`src/hdl/bcc_pkg.sv`:
```
`timescale 1ns / 1ps

package bcc_pkg;

  localparam int unsigned CountW = 16;
  localparam int unsigned CfgIdxW = 2;

  localparam logic [CfgIdxW-1:0] CFG_DEBOUNCE_TICKS = 2'd0;
  localparam logic [CfgIdxW-1:0] CFG_WINDOW_TICKS   = 2'd1;
  localparam logic [CfgIdxW-1:0] CFG_DOUBLE_ENABLE  = 2'd2;

  localparam logic [CountW-1:0] DEBOUNCE_RESET = 16'd20;
  localparam logic [CountW-1:0] WINDOW_RESET   = 16'd300;

  typedef struct packed {
    logic [CountW-1:0] debounce_ticks;
    logic [CountW-1:0] window_ticks;
    logic              double_enable;
  } bcc_cfg_t;

  typedef struct packed {
    logic              prev_level;
    logic              edge_armed;
    logic              db_run;
    logic [CountW-1:0] db_rem;
    logic              win_run;
    logic [CountW-1:0] win_rem;
    logic              pending;
  } bcc_state_t;

  localparam bcc_state_t STATE_RESET = '{
    prev_level: 1'b1,
    edge_armed: 1'b1,
    db_run:     1'b0,
    db_rem:     '0,
    win_run:    1'b0,
    win_rem:    '0,
    pending:    1'b0
  };

endpackage

```
`src/hdl/bcc_cfg.sv`:
```
`timescale 1ns / 1ps

module bcc_cfg import bcc_pkg::*; (
  input  logic               clk,
  input  logic               rst_n,
  input  logic               cfg_valid,
  output logic               cfg_ready,
  input  logic [CfgIdxW-1:0] cfg_index,
  input  logic [CountW-1:0]  cfg_data,
  output bcc_cfg_t           cfg
);

  bcc_cfg_t cfg_r;
  bcc_cfg_t cfg_nxt;

  assign cfg_ready = 1'b1;
  assign cfg = cfg_r;

  always_comb begin
    cfg_nxt = cfg_r;
    if (cfg_valid) begin
      unique case (cfg_index)
        CFG_DEBOUNCE_TICKS: cfg_nxt.debounce_ticks = cfg_data;
        CFG_WINDOW_TICKS:   cfg_nxt.window_ticks   = cfg_data;
        CFG_DOUBLE_ENABLE:  cfg_nxt.double_enable  = cfg_data[0];
        default:            cfg_nxt = cfg_r;
      endcase
    end
  end

  always_ff @(posedge clk) begin
    if (!rst_n) begin
      cfg_r.debounce_ticks <= DEBOUNCE_RESET;
      cfg_r.window_ticks   <= WINDOW_RESET;
      cfg_r.double_enable  <= 1'b1;
    end else begin
      cfg_r <= cfg_nxt;
    end
  end

endmodule

```
`src/hdl/bcc_step.sv`:
```
`timescale 1ns / 1ps

module bcc_step import bcc_pkg::*; (
  input  bcc_state_t st,
  input  bcc_cfg_t   cfg,
  input  logic       pin_level,
  output bcc_state_t st_nxt,
  output logic       single_click,
  output logic       double_click
);

  always_comb begin
    st_nxt       = st;
    single_click = 1'b0;
    double_click = 1'b0;

    // window first
    if (st.win_run) begin
      if (st.win_rem <= CountW'(1)) begin
        single_click   = st.pending;
        st_nxt.win_run = 1'b0;
        st_nxt.win_rem = '0;
        st_nxt.pending = 1'b0;
      end else begin
        st_nxt.win_rem = st.win_rem - CountW'(1);
      end
    end

    // debounce expiry samples the pin
    if (st.db_run) begin
      if (st.db_rem <= CountW'(1)) begin
        st_nxt.db_run     = 1'b0;
        st_nxt.db_rem     = '0;
        st_nxt.edge_armed = 1'b1;
        if (!pin_level) begin
          if (st_nxt.pending) begin
            double_click   = 1'b1;
            st_nxt.pending = 1'b0;
            st_nxt.win_run = 1'b0;
            st_nxt.win_rem = '0;
          end else if (!cfg.double_enable) begin
            single_click = 1'b1;
          end else begin
            st_nxt.pending = 1'b1;
            st_nxt.win_run = 1'b1;
            st_nxt.win_rem = cfg.window_ticks;
          end
        end
      end else begin
        st_nxt.db_rem = st.db_rem - CountW'(1);
      end
    end

    if (st.edge_armed && st.prev_level && !pin_level) begin
      st_nxt.edge_armed = 1'b0;
      st_nxt.db_run     = 1'b1;
      st_nxt.db_rem     = cfg.debounce_ticks;
    end

    st_nxt.prev_level = pin_level;
  end

endmodule

```
`src/hdl/button_click_classifier.sv`:
```
`timescale 1ns / 1ps

// Debounces an active-low button sampled once per transaction and reports
// single and double clicks. One input transaction is taken every clock cycle
// while the output side keeps up; its result (single_click, double_click)
// appears in the output register on the next cycle. The state update for one
// tick is a single pass through the step logic, so the rate is one tick per
// cycle; a stalled output holds one result and input waits only while that
// result is not taken. Configuration writes are taken in any cycle and apply
// to countdowns started afterward.
module button_click_classifier import bcc_pkg::*; (
  input  logic               clk,
  input  logic               rst_n,
  input  logic               in_valid,
  output logic               in_ready,
  input  logic               in_pin_level,
  output logic               out_valid,
  input  logic               out_ready,
  output logic               out_single_click,
  output logic               out_double_click,
  input  logic               cfg_valid,
  output logic               cfg_ready,
  input  logic [CfgIdxW-1:0] cfg_index,
  input  logic [CountW-1:0]  cfg_data
);

  bcc_cfg_t   cfg;
  bcc_state_t st_r;
  bcc_state_t st_nxt;
  logic       single_nxt;
  logic       double_nxt;
  logic       out_valid_r;
  logic       single_r;
  logic       double_r;
  logic       in_accept;

  bcc_cfg u_cfg (
    .clk       (clk),
    .rst_n     (rst_n),
    .cfg_valid (cfg_valid),
    .cfg_ready (cfg_ready),
    .cfg_index (cfg_index),
    .cfg_data  (cfg_data),
    .cfg       (cfg)
  );

  bcc_step u_step (
    .st           (st_r),
    .cfg          (cfg),
    .pin_level    (in_pin_level),
    .st_nxt       (st_nxt),
    .single_click (single_nxt),
    .double_click (double_nxt)
  );

  assign in_ready  = !out_valid_r || out_ready;
  assign in_accept = in_valid && in_ready;

  assign out_valid        = out_valid_r;
  assign out_single_click = single_r;
  assign out_double_click = double_r;

  always_ff @(posedge clk) begin
    if (!rst_n) begin
      st_r        <= STATE_RESET;
      out_valid_r <= 1'b0;
    end else if (in_accept) begin
      st_r        <= st_nxt;
      out_valid_r <= 1'b1;
    end else if (out_ready) begin
      out_valid_r <= 1'b0;
    end
  end

  always_ff @(posedge clk) begin
    if (in_accept) begin
      single_r <= single_nxt;
      double_r <= double_nxt;
    end
  end

endmodule
```
`config.mk`:
```
export PLATFORM = sky130hd
export DESIGN_NAME = button_click_classifier
export DESIGN_NICKNAME = d
export VERILOG_FILES = /design/src/hdl/bcc_pkg.sv /design/src/hdl/bcc_cfg.sv /design/src/hdl/bcc_step.sv /design/src/hdl/button_click_classifier.sv
export SDC_FILE = /design/constraint.sdc
export NUM_CORES = 1
export LEC_CHECK = 0
export ABC_CLOCK_PERIOD_IN_PS = 4700
export BUFFER_PORTS_ARGS = -buffer_cell sky130_fd_sc_hd__buf_4
export CAP_MARGIN = 15
export CORE_MARGIN = 8
export CORE_UTILIZATION = 37
export CTS_BUF_LIST = sky130_fd_sc_hd__clkbuf_8
export DETAILED_ROUTE_END_ITERATION = 7
export PLACE_DENSITY = 0.61
export SLEW_MARGIN = 5
export SYNTH_ARGS = -nofsm -noshare
export SYNTH_HDL_FRONTEND = slang
export SYNTH_SLANG_ARGS = --single-unit
```
`constraint.sdc`:
```
create_clock -name clk -period 4.7 [get_ports clk]
set_input_delay 0.235 -clock clk [delete_from_list [all_inputs] [get_ports clk]]
set_output_delay 0.235 -clock clk [all_outputs]
set_load 0.005 [all_outputs]
```
==> impl_metrics.toml, run 1 <==
[run_status]
outcome = "complete, no violations"

[place]
portBuffers = 27
place_hpwl_um = 6910
place.gp.congestion = 0.806

[clocking]
insertion_delay_ns = 0.34
cts.sinks = 73
numCtsBuffers = 9
cts-root-buf = "clkbuf_8"
cts_resized = 0
cts_max_level = 3
cts_tree = "built"
cts_hold_buf = 0
clock_path_buffers = 2
clk_pin_slew_ns = 0.08
postCtsSetupBuffers = 0

[route]
drt-vias-per-instance = 5.52
first_iter_violations = 318
drt-total-wl_um = 9850
post_drt_wl_per_cell_um = 15.8
drcViolationCount = 0
ant_nets = 0
dr_total_vias = 3438
first_pass_iters = 4

[global_route]
grt_start_max_net_pins = 42
grt_remaining_overflow = 0
grt_pass1_vias = 3321
grt_pass1_wl_um = 16600
antenna_found_initial = 0
grt_util_all_layers_pct = 15.6

[worst_setup_path]
endpoint_kind = "flip-flop"
worst-path-max-fanout = 24
arrival_ns = 3.03
critPathRequiredTime_ns = 4.91
startpoint_type = "flip-flop"
crit_type = "reg -> reg"

[logic_synthesis]
synth_largest_area_cell = "dfxtp_1"
synth_edf_count = 2
synthTopCellsByArea = "dfxtp_1 (38%), a21oi_1 (9.8%), nand2_1 (9.7%)"
synth_nets = 504
ys.flop_type = "dfxtp_1"
yosys.area.top_type_share_pct = 38.1
yosysSeqAreaShare_pct = 39.7
synth_warnings = 0
synth.distinct_cells = 71
synthArstFlopShare_pct = 0
ys_ff_latch = 73
avgSynthCellArea_um2 = 7.83
synth_area_um2 = 3730
syn_inst = 476

[die]
die_h_um = 116
initial_utilization_pct = 38.1
die_w_um = 116
num_rows = 36
io_pins = 29
core_area_um2 = 9770
dieArea_um2 = 13500

[timing]
slew_headroom_pct = 32.3
max_slew.worst_pin.slew_ns = 1.01
fin_setup_tns_ns = 0
rsz0062_at_grt = "no"
max_freq_mhz = 355
fin_crit_sh_pct = 59.9
period_needed_ns = 2.81
setup_violations = 0
drv_slew = 0
finalHoldViolCount = 0
skew_ns = 0.0106
hold_slack_ns = 0.130

[finish]
drive_gt1_share_pct = 12.4
diodes = 0
multi_input_area_um2 = 2080
seq_area_um2 = 1480
fillers = 1009
syn_to_final_growth_pct = 12.8
fin_util_pct = 43.0
nets = 514

[pwr]
totalPowerFinal_w = 0.00144
p_per_area_nw_per_um2 = 343
ir_drop_mv = 0.150
leakagePower_nw = 1.57

[worst_hold_path]
hp-class = "in -> reg"

[flow_run]
drv_cap = 0
==> cell usage after synthesis (all sizes together), types with 2 or more instances <==
library cell,instances
nor2b,4
nand3,19
o2111ai,4
a21oi,73
nor3b,2
or3,2
a31oi,2
mux2i,2
o22ai,5
and3,2
nor4,4
edfxtp,2
nor2,29
nand2,96
a32oi,6
o21ai,27
dfxtp,71
xor2,8
or4,6
inv,9
o21bai,2
xnor2,4
ha,4
a221oi,3
nand3b,3
or2,2
clkbuf,23
or3b,2
a31o,2
buf,6
nand4,6
a22oi,4
nor3,14
and3b,4
mux2,2
nand2b,2
and2,2
o31ai,2
==> critical path, cell delays in order, from the launching register on <==
cell	delay (ns)
dfxtp_1	0.31
nand2b_1	0.13
nand2_1	0.51
inv_1	0.79
o21ai_1	0.48
a221oi_1	0.36
nor2_1	0.09
==> path summary, 6_finish.rpt <==
kind	from	to	slack [ns]	depth (start not counted)
setup / recovery	out_valid	st_r[28]	1.89	6
hold / removal	cfg_data[8]	u_cfg.cfg[9]	0.13	3
setup reg to reg	out_valid	st_r[28]	1.89	6
hold reg to reg	u_cfg.cfg[26]	u_cfg.cfg[26]	0.46	2
==> report_power, final <==
| group | internal, W | switching (W) |
|---|---|---|
| Combinational | 0.0000900 | 0.000148 |
| Clock | 0.000306 | 0.000226 |
| Sequential | 0.000647 | 0.0000244 |
| Total | 0.00104 | 0.000399 |
==> through the flow <==
stage	cells	cell area, um2	setup slack, ns
after global routing	623	4210	1.62
after CTS	622	4180	1.92
after detailed placement	607	3970	1.83
after floorplan	476	3730	2.63
after global placement	607	3970	1.96
final	623	4210	1.89
==> cell usage in the layout, fill, tap and decap left out, drive strengths merged, types with 3 or more instances in the layout <==
master	netlist	routed
and3b	4	4
or4	6	6
nor4	4	4
buf	6	28
nor2	29	29
a32oi	6	6
dfxtp	71	71
a221oi	3	3
nand3	19	19
inv	9	11
a21oi	73	73
o21ai	27	27
o2111ai	4	4
xnor2	4	4
nor2b	4	4
nand2	96	96
nand3b	3	3
a22oi	4	4
xor2	8	8
clkbuf	23	10
nor3	14	14
nand4	6	6
ha	4	4
o22ai	5	5
==> cells by family (layout without fill, tap and decap cells) <==
| kind of cell | count (synthesis) | after routing | share of synthesized area [%] |
|---|---|---|---|
| simple gates | 202 | 202 | 27.2 |
| compound gates | 141 | 141 | 23.0 |
| flops | 73 | 73 | 39.7 |
| buf+inv | 39 | 53 | 4.60 |
| xor+xnor | 12 | 12 | 2.82 |
| fa+ha+maj | 4 | 4 | 1.34 |
| mux | 4 | 4 | 1.14 |
| other cells | 1 | 1 | 0.101 |
==> per-layer routing <==
layer  GRT usage [%]  up-vias  wire length [um]
li1                -     1715                 -
met1            21.6     1622              4870
met2            22.9       94              4250
met3            2.90        7               610
met4            6.83        0               120
met5               0        -                 0
==> flip-flops by register name, indices dropped and copies added (netlist names) <==
name,flops
st_r,37
u_cfg.cfg,33
out_double_click,1
out_single_click,1
out_valid,1
==> area by class of cell <==
cell class / instances / share of cell area, %
Timing Repair Buffer: 28 / 5.47
Clock buffer: 10 / 3.27
Tap cell: 133 / 3.96
Clock inverter: 5 / 1.73
Inverter: 10 / 0.892
Multi-Input combinational cell: 364 / 49.5
Sequential cell: 73 / 35.2
No activity file was read; power rests on OpenSTA's default activity.
==> run 2, diff against run 1 <==
--- a/config.mk
+++ b/config.mk
@@ -5,7 +5,7 @@
 export SDC_FILE = /design/constraint.sdc
 export NUM_CORES = 1
 export LEC_CHECK = 0
-export ABC_CLOCK_PERIOD_IN_PS = 4700
+export ABC_CLOCK_PERIOD_IN_PS = 2670
 export BUFFER_PORTS_ARGS = -buffer_cell sky130_fd_sc_hd__buf_4
 export CAP_MARGIN = 15
 export CORE_MARGIN = 8
==> constraint.sdc (replaced) <==
create_clock -name clk -period 2.67 [get_ports clk]
set_input_delay 0.1335 -clock clk [delete_from_list [all_inputs] [get_ports clk]]
set_output_delay 0.1335 -clock clk [all_outputs]
set_load 0.005 [all_outputs]
==> run 2 against run 1 <==
Effect of this change:
- worst setup slack worse by 1.4 ns
- power rose by 69%
- non-clock buffer count grew 13
- worst hold slack got worse by 0.12 ns
- first-iteration DRC count fell by 29%
- cell count up 2.2%
- register-to-register slack got worse by 1.4 ns
- core utilization increased by 0.65 points
- clock power rose by 55%
- combinational power increased by 83%
- via count fell by 0.17%
- critical path type unchanged
- critical endpoint is now st_r[29]
==> impl_metrics.toml, run 2 (synthesis gave the netlist of run 1 again) <==
[run_status]
outcome = "complete, no violations"

[die]
io_pins = 29
core_area_um2 = 9770
die_w_um = 116
die_h_um = 116
num_rows = 36
dieArea_um2 = 13500
initial_utilization_pct = 38.1

[timing]
slew_headroom_pct = 28.7
drv_slew = 0
fin_ws_ns = 0.462
setup_violations = 0
max_slew.worst_pin.slew_ns = 1.06
max_freq_mhz = 453
skew_ns = 0.0153
rsz0062_at_grt = "no"
finalHoldViolCount = 0
period_needed_ns = 2.21
fin_crit_sh_pct = 82.7
fin_setup_tns_ns = 0

[finish]
final_cell_mix = "nand2_1 (96), a21oi_1 (73), dfxtp_1 (71)"
nets = 527
drive_gt1_share_pct = 14.5
final_common_cell = "nand2_1"
largest_register_ffs = 37
diodes = 0
syn_to_final_growth_pct = 14.5
regMostFlops = "st_r"

[global_route]
grt_util_all_layers_pct = 15.7
grt_start_max_net_pins = 42
grt_pass1_wl_um = 16900
antenna_found_initial = 0
grt_remaining_overflow = 0
grt_pass1_vias = 3346

[pwr]
ir_drop_mv = 0.329
p_per_area_nw_per_um2 = 571
leakagePower_nw = 1.59

[route]
drcViolationCount = 0
post_drt_wl_per_cell_um = 15.7
ant_nets = 0
drt-total-wl_um = 9990
drt-vias-per-instance = 5.39
dr_total_vias = 3432
first_iter_violations = 225
first_pass_iters = 5

[worst_setup_path]
critPathBufInv = 1
worst-path-max-fanout = 8
crit_type = "reg -> reg"
cp_slowest_cell = "or4_1"
cp_top_family = "simple AND/OR/NAND/NOR gates"
critPathRequiredTime_ns = 2.91
crit_chain = "nor4_4, buf_4, nand3_1, or4_1, xnor2_1, a221oi_1, nor2_1"
startpoint_type = "flip-flop"
endpoint_kind = "flip-flop"
slowest_delay_ns = 0.47
arrival_ns = 2.45

[flow_run]
drv_cap = 0

[clocking]
cts-root-buf = "clkbuf_8"
cts_tree = "built"
insertion_delay_ns = 0.36
cts_max_level = 3
numCtsBuffers = 9
clk_pin_slew_ns = 0.08
clock_path_buffers = 2
cts_resized = 0
cts.sinks = 73

[place]
place_hpwl_um = 7100
place_ws_ns = 0.478
portBuffers = 27
place.gp.congestion = 0.885

[worst_hold_path]
hp-class = "in -> reg"
-- run 2: metal layers --
metal / track usage, % / share of wire (%) / vias to the layer above
met4: 5.79 / 1.8 / 0
met5: 0 / 0 / -
li1: - / - / 1746
met1: 21.8 / 50 / 1582
met2: 23.6 / 43 / 90
met3: 3.05 / 5.3 / 14
-- run 2: report_power, final --
part | switching (W) | internal [W] | total (W)
combinational | 0.000264 | 0.000172 | 0.000436
sequential | 0.0000420 | 0.00114 | 0.00118
clock | 0.000450 | 0.000372 | 0.000822
-- run 2: layout make-up --
class                           count  area [um2]
Multi-Input combinational cell    364        2080
Timing Repair Buffer               41         318
Inverter                           10        37.5
Fill cell                        1014        5500
Clock buffer                       10         138
Sequential cell                    73        1480
Tap cell                          133         166
Clock inverter                      6        48.8
-- run 2: worst min-delay path: stages --
cell	delay (ns)
buf_4	0.09
nand2_1	0.05
nand3_1	0.06
-- run 2: path summary, 6_finish.rpt --
| kind | startpoint | endpoint | slack [ns] | cells past startpoint |
|---|---|---|---|---|
| setup / recovery | st_r[20] | st_r[29] | 0.46 | 7 |
| hold / removal | in_pin_level | st_r[36] | 0.01 | 3 |
| setup reg to reg | st_r[20] | st_r[29] | 0.46 | 7 |
| hold reg to reg | u_cfg.cfg[29] | u_cfg.cfg[29] | 0.47 | 2 |
-- run 2: stage by stage --
step           utilization, %  instance area, um2  total power [W]  hold slack (ns)  cells
2_1_floorplan               -                3730          0.00151            0.257    476
3_3_place_gp             41.4                4040          0.00163            0.368    617
3_5_place_dp             41.4                4040          0.00163            0.373    617
4_1_cts                  43.7                4270          0.00246          0.00207    637
5_1_grt                  43.7                4270          0.00257           0.0157    637
6_report                 43.7                4270          0.00244           0.0106    637
-- run 2: timing repair --
action                    4_1_cts  5_1_grt
hold endpoints to repair        4        0
setup buffers                   0        0
hold buffers                    4        0
==> run 3, diff against run 2 <==
--- a/config.mk
+++ b/config.mk
@@ -5,14 +5,14 @@
 export SDC_FILE = /design/constraint.sdc
 export NUM_CORES = 1
 export LEC_CHECK = 0
-export ABC_CLOCK_PERIOD_IN_PS = 2670
+export ABC_CLOCK_PERIOD_IN_PS = 1900
 export BUFFER_PORTS_ARGS = -buffer_cell sky130_fd_sc_hd__buf_4
 export CAP_MARGIN = 15
 export CORE_MARGIN = 8
 export CORE_UTILIZATION = 37
 export CTS_BUF_LIST = sky130_fd_sc_hd__clkbuf_8
 export DETAILED_ROUTE_END_ITERATION = 7
-export PLACE_DENSITY = 0.61
+export PLACE_DENSITY = 0.63
 export SLEW_MARGIN = 5
 export SYNTH_ARGS = -nofsm -noshare
 export SYNTH_HDL_FRONTEND = slang
==> constraint.sdc (replaced) <==
create_clock -name clk -period 1.9 [get_ports clk]
set_input_delay 0.095 -clock clk [delete_from_list [all_inputs] [get_ports clk]]
set_output_delay 0.095 -clock clk [all_outputs]
set_load 0.005 [all_outputs]
==> run 3 against run 2 <==
Effect of this change:
- the run now ends with negative setup slack left
- clock skew down 0.0087 ns
- clock-buffer cell count increased by 1
- sequential cell count did not move
- non-clock buffer count rose by 61
- maximum frequency increased by 11%
- largest cell class unchanged
==> impl_metrics.toml, run 3 (synthesis gave the netlist of run 1 again) <==
[die]
io_pins = 29
die_h_um = 116
dieArea_um2 = 13500
die_w_um = 116
initial_utilization_pct = 38.1
num_rows = 36
core_area_um2 = 9770

[timing]
finalHoldViolCount = 0
period_needed_ns = 2.00
skew_ns = 0.00657
fin_ws_ns = -0.0953
setup_violations = 18
slew_headroom_pct = 28.6
fin_setup_tns_ns = -1.13
drv_slew = 0
max_slew.worst_pin.slew_ns = 1.06
fin_crit_sh_pct = 105
max_freq_mhz = 501
rsz0062_at_grt = "yes"
hold_slack_ns = 0.0103

[finish]
largest_register_ffs = 37
final_cell_mix = "nand2_1 (96), buf_4 (84), dfxtp_1 (66)"
fin_util_pct = 51.4
final_common_cell = "nand2_1"
diodes = 0
regMostFlops = "st_r"
syn_to_final_growth_pct = 34.7
nets = 589
drive_gt1_share_pct = 28.8

[run_status]
violations = "negative setup slack"
outcome = "complete, but fails checks"

[route]
dr_total_vias = 3796
post_drt_wl_per_cell_um = 15.5
first_iter_violations = 277
first_pass_iters = 5
drt-vias-per-instance = 5.43
drcViolationCount = 0
drt-total-wl_um = 10800
ant_nets = 0

[worst_setup_path]
crit_chain = "or4_4, and4bb_4, and2_4, mux2_4, nor3_2, nor3_1"
cp_slowest_cell = "or4_4"
worst-path-max-fanout = 6
slowest_delay_ns = 0.55
arrival_ns = 2.22
crit_type = "reg -> reg"
startpoint_type = "flip-flop"
critPathRequiredTime_ns = 2.12
endpoint_kind = "flip-flop"

[clocking]
cts_max_level = 3
clock_path_buffers = 2
cts.sinks = 73
cts-root-buf = "clkbuf_8"
numCtsBuffers = 9
insertion_delay_ns = 0.35
clk_pin_slew_ns = 0.08
cts_tree = "built"

[place]
portBuffers = 27
place.gp.congestion = 0.886
place_hpwl_um = 7440
place_ws_ns = -0.120

[worst_hold_path]
hp-class = "in -> reg"

[global_route]
antenna_found_initial = 0
grt_pass1_vias = 3564
grt_pass1_wl_um = 17600
grt_remaining_overflow = 0
grt_util_all_layers_pct = 16.3
grt_start_max_net_pins = 41

[flow_run]
drv_cap = 0

[pwr]
totalPowerFinal_w = 0.00378
leakagePower_nw = 1.96
ir_drop_mv = 0.330
p_per_area_nw_per_um2 = 753
[run 3: cell types whose count changed in the layout (fill, tap and decap cells not counted), sizes merged]
cell,previous run,this run
dlygate4sd3,4,11
clkinv,1,3
clkinvlp,3,1
clkbuf,10,12
buf,37,90
and2,2,3
bufinv,0,1
inv,12,10
[run 3: final timing paths]
path,start,to,cells past startpoint,slack [ns]
setup / recovery,st_r[10],st_r[17],6,-0.1
hold / removal,cfg_data[9],u_cfg.cfg[26],3,0.01
setup reg to reg,st_r[10],st_r[17],6,-0.1
hold reg to reg,u_cfg.cfg[18],u_cfg.cfg[18],2,0.47
[run 3: through the flow]
step                      area [um2]  instances
after floorplan                 3790        476
after global placement          4520        668
after detailed placement        4520        668
after CTS                       4870        696
after global routing            5020        699
final                           5020        699
[run 3: final cells by class]
type | count | area, um2
clock buffer | 11 | 151
timing repair buffer | 102 | 860
sequential | 73 | 1490
clock inverter | 5 | 55.1
fill | 938 | 4750
tap | 133 | 166
multi-input combinational | 365 | 2260
inverter | 10 | 37.5
[run 3: what timing repair did]
item / 4_1_cts / 5_1_grt
gates resized for setup: 8 / 27
hold buffers: 11 / 0
pin swaps: 9 / 16
gates cloned: 1 / 1
endpoints found under the setup margin: 20 / 28
setup buffers: 0 / 3
hold endpoints to repair: 11 / 0
[run 3: metal layers]
layer	GRT usage [%]	share of wire, %
met5	0	0
met4	5.45	1.3
met3	2.48	5.5
met2	24.6	44
met1	23.1	50
[run 3: worst max-delay path: cells and delay by family (launching register included)]
kind,cells,cell delay (ns)
flops,1,0.32
simple gates,5,1.26
mux,1,0.29
[run 3: report_power, final]
part | leakage, nW | internal [W] | switching, W
combinational | 1.25 | 0.000403 | 0.000456
sequential | 0.601 | 0.00160 | 0.0000521
clock | 0.107 | 0.000674 | 0.000595
